--- src/rtl/core/bpat_pkg.sv ---
// Shared widths, command and status codes, and table entry type for the badge table.
`default_nettype none

package bpat_pkg;

    // Payload field widths
    localparam int CMD_W     = 2;
    localparam int BADGE_W   = 14;
    localparam int CODE_W    = 14;
    localparam int STATUS_W  = 3;
    localparam int ENTRIES_W = 8;

    // Command codes
    localparam logic [CMD_W-1:0] CMD_ADD    = 2'd0;
    localparam logic [CMD_W-1:0] CMD_REMOVE = 2'd1;
    localparam logic [CMD_W-1:0] CMD_CHANGE = 2'd2;
    localparam logic [CMD_W-1:0] CMD_CHECK  = 2'd3;

    // Status codes
    localparam logic [STATUS_W-1:0] ST_OK         = 3'd0;
    localparam logic [STATUS_W-1:0] ST_FULL       = 3'd1;
    localparam logic [STATUS_W-1:0] ST_BADGE_USED = 3'd2;
    localparam logic [STATUS_W-1:0] ST_CODE_USED  = 3'd3;
    localparam logic [STATUS_W-1:0] ST_NOT_FOUND  = 3'd4;
    localparam logic [STATUS_W-1:0] ST_WRONG_CODE = 3'd5;

    // One table entry as held in memory
    typedef struct packed {
        logic [BADGE_W-1:0] badge;
        logic [CODE_W-1:0]  code;
    } entry_t;

endpackage

`default_nettype wire

--- src/rtl/core/bpat_if.sv ---
// Request and response channel interfaces for the badge table.
`default_nettype none

interface bpat_req_if;
    logic                         valid;
    logic                         ready;
    logic [bpat_pkg::CMD_W-1:0]   command;
    logic [bpat_pkg::BADGE_W-1:0] badge_number;
    logic [bpat_pkg::CODE_W-1:0]  secret_code;

    modport source (output valid, output command, output badge_number,
                    output secret_code, input ready);
    modport sink   (input valid, input command, input badge_number,
                    input secret_code, output ready);
endinterface

interface bpat_rsp_if;
    logic                           valid;
    logic                           ready;
    logic [bpat_pkg::STATUS_W-1:0]  status;
    logic [bpat_pkg::ENTRIES_W-1:0] entries_in_use;

    modport source (output valid, output status, output entries_in_use, input ready);
    modport sink   (input valid, input status, input entries_in_use, output ready);
endinterface

`default_nettype wire

--- src/rtl/core/badge_pin_access_table.sv ---
// Badge and code access table: one memory of entries walked by a serial sequencer.
//
// The table keeps up to TABLE_DEPTH (badge, code) pairs in order in a single
// synchronous memory, plus a count of the entries in use. Each request
// transaction carries one command and gives exactly one response transaction
// with a status and the entry count after the command. Commands are handled
// one at a time: the sequencer streams the entries through the memory read
// port, one entry per cycle with the read data registered, and stops at the
// first hit. A remove keeps streaming past the hit and moves each later entry
// down one slot as its read data arrives. An add to a full table skips the
// walk. The finish state then loads the response register once it is free,
// and the next request is taken in the cycle after that. The response
// register lets the next request be accepted while a result still waits.
// No clearing pass is needed after reset: entries at or beyond the count are
// never read.
`default_nettype none

module badge_pin_access_table #(
    parameter int TABLE_DEPTH = 128
) (
    input  wire logic   clk,
    input  wire logic   rst_n,
    bpat_req_if.sink    req,
    bpat_rsp_if.source  rsp
);

    localparam int IDX_W = (TABLE_DEPTH > 1) ? $clog2(TABLE_DEPTH) : 1;
    localparam int CNT_W = $clog2(TABLE_DEPTH + 1);
    localparam int EXT_W = (CNT_W > bpat_pkg::ENTRIES_W) ? CNT_W : bpat_pkg::ENTRIES_W;
    localparam logic [CNT_W-1:0] DEPTH_CNT = CNT_W'(TABLE_DEPTH);

    // Sequencer states
    localparam logic [1:0] S_IDLE   = 2'd0;
    localparam logic [1:0] S_SCAN   = 2'd1;
    localparam logic [1:0] S_SHIFT  = 2'd2;
    localparam logic [1:0] S_FINISH = 2'd3;

    logic [1:0]                      state_reg, state_next;
    logic [CNT_W-1:0]                count_reg, count_next;
    logic [CNT_W-1:0]                addr_reg, addr_next;
    logic                            dvalid_reg, dvalid_next;
    logic [IDX_W-1:0]                didx_reg, didx_next;
    logic [bpat_pkg::CMD_W-1:0]      cmd_reg, cmd_next;
    logic [bpat_pkg::BADGE_W-1:0]    badge_reg, badge_next;
    logic [bpat_pkg::CODE_W-1:0]     code_reg, code_next;
    logic [bpat_pkg::STATUS_W-1:0]   res_status_reg, res_status_next;
    logic                            out_valid_reg, out_valid_next;
    logic [bpat_pkg::STATUS_W-1:0]   out_status_reg, out_status_next;
    logic [bpat_pkg::ENTRIES_W-1:0]  out_entries_reg, out_entries_next;

    // Entry memory
    bpat_pkg::entry_t mem [TABLE_DEPTH];
    bpat_pkg::entry_t rdata_reg;
    logic             mem_re;
    logic             mem_we;
    logic [IDX_W-1:0] mem_waddr;
    bpat_pkg::entry_t mem_wdata;

    logic             issue;
    logic             hit_badge;
    logic             hit_code;
    logic             out_free;
    logic [EXT_W-1:0] count_ext;

    assign issue     = (addr_reg < count_reg);
    assign hit_badge = dvalid_reg && (rdata_reg.badge == badge_reg);
    assign hit_code  = dvalid_reg && (rdata_reg.code == code_reg);
    assign out_free  = !out_valid_reg || rsp.ready;
    assign count_ext = EXT_W'(count_reg);

    assign req.ready          = (state_reg == S_IDLE);
    assign rsp.valid          = out_valid_reg;
    assign rsp.status         = out_status_reg;
    assign rsp.entries_in_use = out_entries_reg;

    // Memory: one write port, one registered read port
    always_ff @(posedge clk)
    begin
        if (mem_we)
        begin
            mem[mem_waddr] <= mem_wdata;
        end
        if (mem_re)
        begin
            rdata_reg <= mem[addr_reg[IDX_W-1:0]];
        end
    end

    // Sequencer
    always_comb
    begin
        state_next       = state_reg;
        count_next       = count_reg;
        addr_next        = addr_reg;
        dvalid_next      = 1'b0;
        didx_next        = didx_reg;
        cmd_next         = cmd_reg;
        badge_next       = badge_reg;
        code_next        = code_reg;
        res_status_next  = res_status_reg;
        out_valid_next   = out_valid_reg && !rsp.ready;
        out_status_next  = out_status_reg;
        out_entries_next = out_entries_reg;
        mem_re           = 1'b0;
        mem_we           = 1'b0;
        mem_waddr        = count_reg[IDX_W-1:0];
        mem_wdata        = '{badge: badge_reg, code: code_reg};

        // Read stream shared by scan and shift
        if ((state_reg == S_SCAN || state_reg == S_SHIFT) && issue)
        begin
            mem_re      = 1'b1;
            dvalid_next = 1'b1;
            didx_next   = addr_reg[IDX_W-1:0];
            addr_next   = addr_reg + CNT_W'(1);
        end

        case (state_reg)
            S_IDLE:
            begin
                if (req.valid)
                begin
                    cmd_next   = req.command;
                    badge_next = req.badge_number;
                    code_next  = req.secret_code;
                    addr_next  = '0;
                    if (req.command == bpat_pkg::CMD_ADD && count_reg == DEPTH_CNT)
                    begin
                        res_status_next = bpat_pkg::ST_FULL;
                        state_next      = S_FINISH;
                    end
                    else
                    begin
                        state_next = S_SCAN;
                    end
                end
            end

            S_SCAN:
            begin
                if (hit_badge || (cmd_reg == bpat_pkg::CMD_ADD && hit_code))
                begin
                    state_next      = S_FINISH;
                    res_status_next = bpat_pkg::ST_OK;
                    case (cmd_reg)
                        bpat_pkg::CMD_ADD:
                        begin
                            res_status_next = hit_badge ? bpat_pkg::ST_BADGE_USED
                                                        : bpat_pkg::ST_CODE_USED;
                        end
                        bpat_pkg::CMD_REMOVE:
                        begin
                            // later entries arrive behind the hit; move them down
                            state_next = S_SHIFT;
                        end
                        bpat_pkg::CMD_CHANGE:
                        begin
                            mem_we    = 1'b1;
                            mem_waddr = didx_reg;
                            mem_wdata = '{badge: rdata_reg.badge, code: code_reg};
                        end
                        default:
                        begin
                            res_status_next = hit_code ? bpat_pkg::ST_OK
                                                       : bpat_pkg::ST_WRONG_CODE;
                        end
                    endcase
                end
                else if (!issue && !dvalid_reg)
                begin
                    // walk ended with no hit
                    state_next = S_FINISH;
                    if (cmd_reg == bpat_pkg::CMD_ADD)
                    begin
                        mem_we          = 1'b1;
                        count_next      = count_reg + CNT_W'(1);
                        res_status_next = bpat_pkg::ST_OK;
                    end
                    else
                    begin
                        res_status_next = bpat_pkg::ST_NOT_FOUND;
                    end
                end
            end

            S_SHIFT:
            begin
                if (dvalid_reg)
                begin
                    mem_we    = 1'b1;
                    mem_waddr = didx_reg - IDX_W'(1);
                    mem_wdata = rdata_reg;
                end
                else if (!issue)
                begin
                    count_next      = count_reg - CNT_W'(1);
                    res_status_next = bpat_pkg::ST_OK;
                    state_next      = S_FINISH;
                end
            end

            S_FINISH:
            begin
                if (out_free)
                begin
                    out_valid_next   = 1'b1;
                    out_status_next  = res_status_reg;
                    out_entries_next = count_ext[bpat_pkg::ENTRIES_W-1:0];
                    state_next       = S_IDLE;
                end
            end

            default:
            begin
                state_next = S_IDLE;
            end
        endcase
    end

    // Control registers
    always_ff @(posedge clk or negedge rst_n)
    begin
        if (!rst_n)
        begin
            state_reg     <= S_IDLE;
            count_reg     <= '0;
            dvalid_reg    <= 1'b0;
            out_valid_reg <= 1'b0;
        end
        else
        begin
            state_reg     <= state_next;
            count_reg     <= count_next;
            dvalid_reg    <= dvalid_next;
            out_valid_reg <= out_valid_next;
        end
    end

    // Payload registers
    always_ff @(posedge clk)
    begin
        addr_reg        <= addr_next;
        didx_reg        <= didx_next;
        cmd_reg         <= cmd_next;
        badge_reg       <= badge_next;
        code_reg        <= code_next;
        res_status_reg  <= res_status_next;
        out_status_reg  <= out_status_next;
        out_entries_reg <= out_entries_next;
    end

endmodule

`default_nettype wire

--- src/flat_wrapper.sv ---
// flat-port wrapper written by rule: the top's interface ports become plain ports
module badge_pin_access_table_flat 
#(
    parameter int TABLE_DEPTH = 128
)
  (clk, rst_n, req_valid, req_command, req_badge_number, req_secret_code, req_ready, rsp_valid, rsp_status, rsp_entries_in_use, rsp_ready);
  bpat_req_if req_i ();
  bpat_rsp_if rsp_i ();
  input  wire logic clk;
  input  wire logic rst_n;
  input wire logic [$bits(req_i.valid)-1:0] req_valid;
  input wire logic [$bits(req_i.command)-1:0] req_command;
  input wire logic [$bits(req_i.badge_number)-1:0] req_badge_number;
  input wire logic [$bits(req_i.secret_code)-1:0] req_secret_code;
  output wire logic [$bits(req_i.ready)-1:0] req_ready;
  output wire logic [$bits(rsp_i.valid)-1:0] rsp_valid;
  output wire logic [$bits(rsp_i.status)-1:0] rsp_status;
  output wire logic [$bits(rsp_i.entries_in_use)-1:0] rsp_entries_in_use;
  input wire logic [$bits(rsp_i.ready)-1:0] rsp_ready;
  assign req_i.valid = req_valid;
  assign req_i.command = req_command;
  assign req_i.badge_number = req_badge_number;
  assign req_i.secret_code = req_secret_code;
  assign req_ready = req_i.ready;
  assign rsp_valid = rsp_i.valid;
  assign rsp_status = rsp_i.status;
  assign rsp_entries_in_use = rsp_i.entries_in_use;
  assign rsp_i.ready = rsp_ready;
  badge_pin_access_table #(.TABLE_DEPTH(TABLE_DEPTH)) u_core (.clk(clk), .rst_n(rst_n), .req(req_i), .rsp(rsp_i));
endmodule
--- config.mk ---
export PLATFORM = sky130hd
export DESIGN_NAME = badge_pin_access_table_flat
export DESIGN_NICKNAME = d
export VERILOG_FILES = /design/src/rtl/core/bpat_pkg.sv /design/src/rtl/core/bpat_if.sv /design/src/rtl/core/badge_pin_access_table.sv /design/src/flat_wrapper.sv
export SDC_FILE = /design/constraint.sdc
export NUM_CORES = 2
export LEC_CHECK = 0
export ABC_AREA = 1
export BUFFER_PORTS_ARGS = -buffer_cell sky130_fd_sc_hd__buf_2
export CAP_MARGIN = 20
export CORE_MARGIN = 1
export CORE_UTILIZATION = 40
export CTS_CLUSTER_DIAMETER = 50
export DETAILED_ROUTE_END_ITERATION = 8
export GPL_ROUTABILITY_DRIVEN = 0
export MAX_ROUTING_LAYER = met4
export PLACE_DENSITY = 0.59
export SLEW_MARGIN = 20
export SYNTH_ARGS = -nofsm -noshare
export SYNTH_HDL_FRONTEND = slang
export SYNTH_SLANG_ARGS = --single-unit
export TNS_END_PERCENT = 30
--- constraint.sdc ---
create_clock -name clk -period 10.15 [get_ports clk]
set_input_delay 2.03 -clock clk [delete_from_list [all_inputs] [get_ports clk]]
set_output_delay 2.03 -clock clk [all_outputs]
set_load 0.02 [all_outputs]
==> summary.md <==
| Metric | Value |
|---|---|
| Starting Density | 40.3% |
| Post-CTS setup buffers | 0 |
| Fraction of the mapped netlist area in simple logic gates | a little under an eighth |
| Fraction of layout cells with a size suffix above 1 | a little under a tenth |
| Critical Path Fanout Max | 171 |
| Routed Antenna Nets | 0 |
| Highest Clock Rate | 177 MHz |
| Clock latency on the worst-skew pair | 0.98 ns |
| Top Ports | 47 |
| Tcrit/Tclk final | 55.7% |
| Synth area leader | edfxtp_1 |
| Max_cap viols | 0 |
| Port Buffers | between 40 and 50 |
| Status | finished, final reports clean |
| Drt pass-1 iters | 9 |
| Flop pwr share | between 30% and 40% |
| Share of the synthesized area in the top cell type | 75.2% |
| Reg area | about 110000 um2 |
| RSZ-0062 raised after global routing | false |
| CTS Buffer Depth | 4 |
| Fin nets | 11400 |
| Filler instances | between 30000 and 40000 |
| Worst R2R Path Depth | 11 |
| Mux contribution to synthesized area | 0% |
| Hold-fix buffers at CTS | 0 |
| Post-DP HPWL | about 250000 um |
| CP arrival | 6.46 ns |
| Synth Area in Adders | less than 1% |
| First-pass GRT wire length | 647000 um |
| #FFs+latches synth | 3683 |
| Ys flop type | edfxtp_1 |
| Cells after DPL | roughly 16000 |
| Layout Skew | 0.0637 ns |
| Syn Inst Count | around 11000 |
| DIE AREA | 368000 um2 |
| Syn nets | 11500 |
| Largest net degree at the start of global routing | 225 |
| Post-synthesis average cell area | about 13 um2 |
| Hold endpoint | u_core.rsp.status[1] |
| DR vias/cell | 5.93 |
| CP required | approximately 11 ns |
| DRC Markers | 0 |
| Combinational share of power | 36.0% |
| Drt wl/cell | 27.7 um |
| Worst vdd ir | 0.353 mV |
| Pins over their slew limit | 0 |
| Final WS setup | 4.50 ns |
| Main combinational cell family by area after synthesis | simple AND/OR/NAND/NOR gates |
| Worst r2r dst | u_core.rdata_reg[13] |
| Vias in the first global route | 90600 |
| Compound-Gate Fraction of Synth Area | a little over a tenth |
| CTS tree | built |
| Hold Path Depth | 0 |
| Minimum clock period | 5.65 ns |
| Post-synth EDFFs | 3663 |
| DR iter-0 viols | 13500 |
| Pwr Density | 337 nW/um2 |
| Tightest Pin Transition | roughly 1.4 ns |
| Reg-to-Reg Start | u_core.addr_reg[0] |
| Area growth syn-to-layout | 13.1% |
| Area of the multi-input gates | 32900 um2 |
| Final Non-Filler Cells | 16500 |
| Mapped Area | 146000 um2 |
| Slew HR | 6.73% |
| TritonCTS buffer count | 390 |
| NetSw | approximately 23 mW |
| Htree depth | 5 |
| Max reg flops | 3584 |
| Cell Rows | 221 |
| CTS root buffer | clkbuf_16 |
| Final Power | 55.8 mW |
| Synth Area in XOR/XNOR | less than 1% |
| Antenna violations before repair | 13 |
| Ranking of synthesized cells by area | edfxtp_1 75%, o21ai_0 6.3%, nor2_1 4.9% |
| Final core utilization | 45.6% |
| PostCTS Resize Cnt | 0 |
| Asr flop ratio synth | 0.326% |
| Total core area | 363000 um2 |
| Vias | 97800 |
| Hold path startpoint | u_core.res_status_reg[1] |
| Register area share after synthesis | 75.5% |
| Routed Wire Length | 457000 um |
| Critical Path Start Type | flip-flop |
| Post-synthesis cell type count | 44 |
| Sink Count | 3683 |
| Hold Fails Final Rpt | 0 |
| Reg clk slew, reported paths | 0.06 ns |
| Sw frac | 40.4% |
| Total GRT Usage | 24.8% |
| P_int | 33.3 mW |
| Setup crit end kind | flip-flop |
| Setup CP Type | flip-flop to flip-flop |
| Reg-to-reg slack, setup | 4.50 ns |
| DIE WIDTH | 607 um |
| Final setup fails | 0 |
| Place WS | 4.87 ns |
| Share of total power in the clock network | roughly a quarter |
| Grt ovf | 0 |
| Synth warn | 0 |
| Final setup TNS | 0 ns |
| Type of the worst min-delay path | flip-flop to flip-flop |
| Die H | between 600 and 700 um |
| Leakage | between 50 and 60 nW |
## power groups by stage
stage / logic, mW / registers, mW / clock network, mW
2_1_floorplan: 10.9 / 21.8 / 0
3_3_place_gp: 19.2 / 21.6 / 0
3_5_place_dp: 19.7 / 21.6 / 0
4_1_cts: 19.8 / 21.3 / 14.6
5_1_grt: 21.3 / 21.3 / 15.1
6_report: 20.1 / 21.3 / 14.4
## cells by family (layout without fill, tap and decap cells)
logic type / count (synthesis) / count (layout)
AND/OR/NAND/NOR: 3996 / 3996
flip-flops: 3683 / 3683
AO/OA/AOI/OAI: 2813 / 2813
buffers and inverters: 930 / 1149
adder cells (fa/ha/maj): 20 / 20
XOR/XNOR: 11 / 11
other: 0 / 15
## stage by stage
| stage | hold slack [ns] | cell area, um2 |
|---|---|---|
| floorplan | 0.400 | 146000 |
| global placement | 0.409 | 152000 |
| detailed placement | 0.407 | 152000 |
| CTS | 0.424 | 165000 |
| global route | 0.429 | 165000 |
| finish | 0.420 | 165000 |
## worst max path at each step
| stage | start | end | slack, ns | cells past startpoint |
|---|---|---|---|---|
| after global placement | u_core.addr_reg[0] | u_core.rdata_reg[19] | 4.97 | 11 |
| after detailed placement | u_core.addr_reg[0] | u_core.rdata_reg[19] | 4.87 | 11 |
| final | u_core.addr_reg[0] | u_core.rdata_reg[13] | 4.50 | 11 |
| after floorplan | u_core.state_reg[0] | u_core.mem[0][7] | 2.67 | 6 |
| after global routing | u_core.addr_reg[0] | u_core.rdata_reg[23] | 4.47 | 11 |
| after CTS | u_core.addr_reg[0] | u_core.rdata_reg[19] | 4.85 | 11 |
## area by class of cell
cell class                 instances  area share, %
inverter                         112          0.296
clock inverter                   247           1.66
tap                             4794           3.62
multi-input combinational       6840           19.9
clock buffer                     463           6.14
timing repair buffer             327           1.60
sequential                      3683           66.8
antenna                           15         0.0227
## critical path: stages (launching register included)
cell     delay, ns
dfxtp_4       0.77
buf_4         0.81
buf_12        0.55
buf_4         0.69
o21ai_0       0.22
o22ai_1       0.21
nand2_1       0.07
nand3_1       0.15
nand3_1       0.11
nand3_1       0.52
nand3_1       0.63
nand2_1       0.23
## Yosys cell counts, drive strengths merged, types with 2 or more instances
library cell	instances
dfrtp	12
inv	111
o2111ai	12
ha	19
nand4	9
o211ai	5
nor2	1922
o21ai	1843
buf	248
xnor2	5
nand2	1113
nor3	61
edfxtp	3663
dfxtp	8
a31oi	2
nor4	5
clkbuf	570
a21oi	41
o22ai	907
xor2	6
nand3	884
## placed cells by master, fill, tap and decap left out, types with 12 or more instances in the layout
cell type      n
diode_2       15
nor3_2        39
inv_6         20
buf_2         46
nand3_2       15
nand2_1     1096
clkbuf_1      66
nor2_4        23
ha_1          18
buf_4        260
nand2_2       14
nand3_1      865
o22ai_1      897
inv_1         89
nor3_4        17
a21oi_1       37
bufinv_16     51
nor2_2        56
clkinv_2      61
edfxtp_1    3663
o21ai_0     1838
o2111ai_1     12
buf_12        15
clkinvlp_4    21
nor2_1      1843
clkinv_1      75
clkbuf_16    395
dfrtp_1       12
inv_4         14
## routing by layer
| metal | track usage (%) | vias up | part of all wire [%] |
|---|---|---|---|
| li1 | - | 42200 | - |
| met1 | 33.4 | 49600 | 40 |
| met2 | 37.2 | 5200 | 45 |
| met3 | 4.90 | 828 | 10 |
| met4 | 9.47 | 0 | 4.2 |
| met5 | - | - | 0 |
No activity file was read; power rests on OpenSTA's default activity.
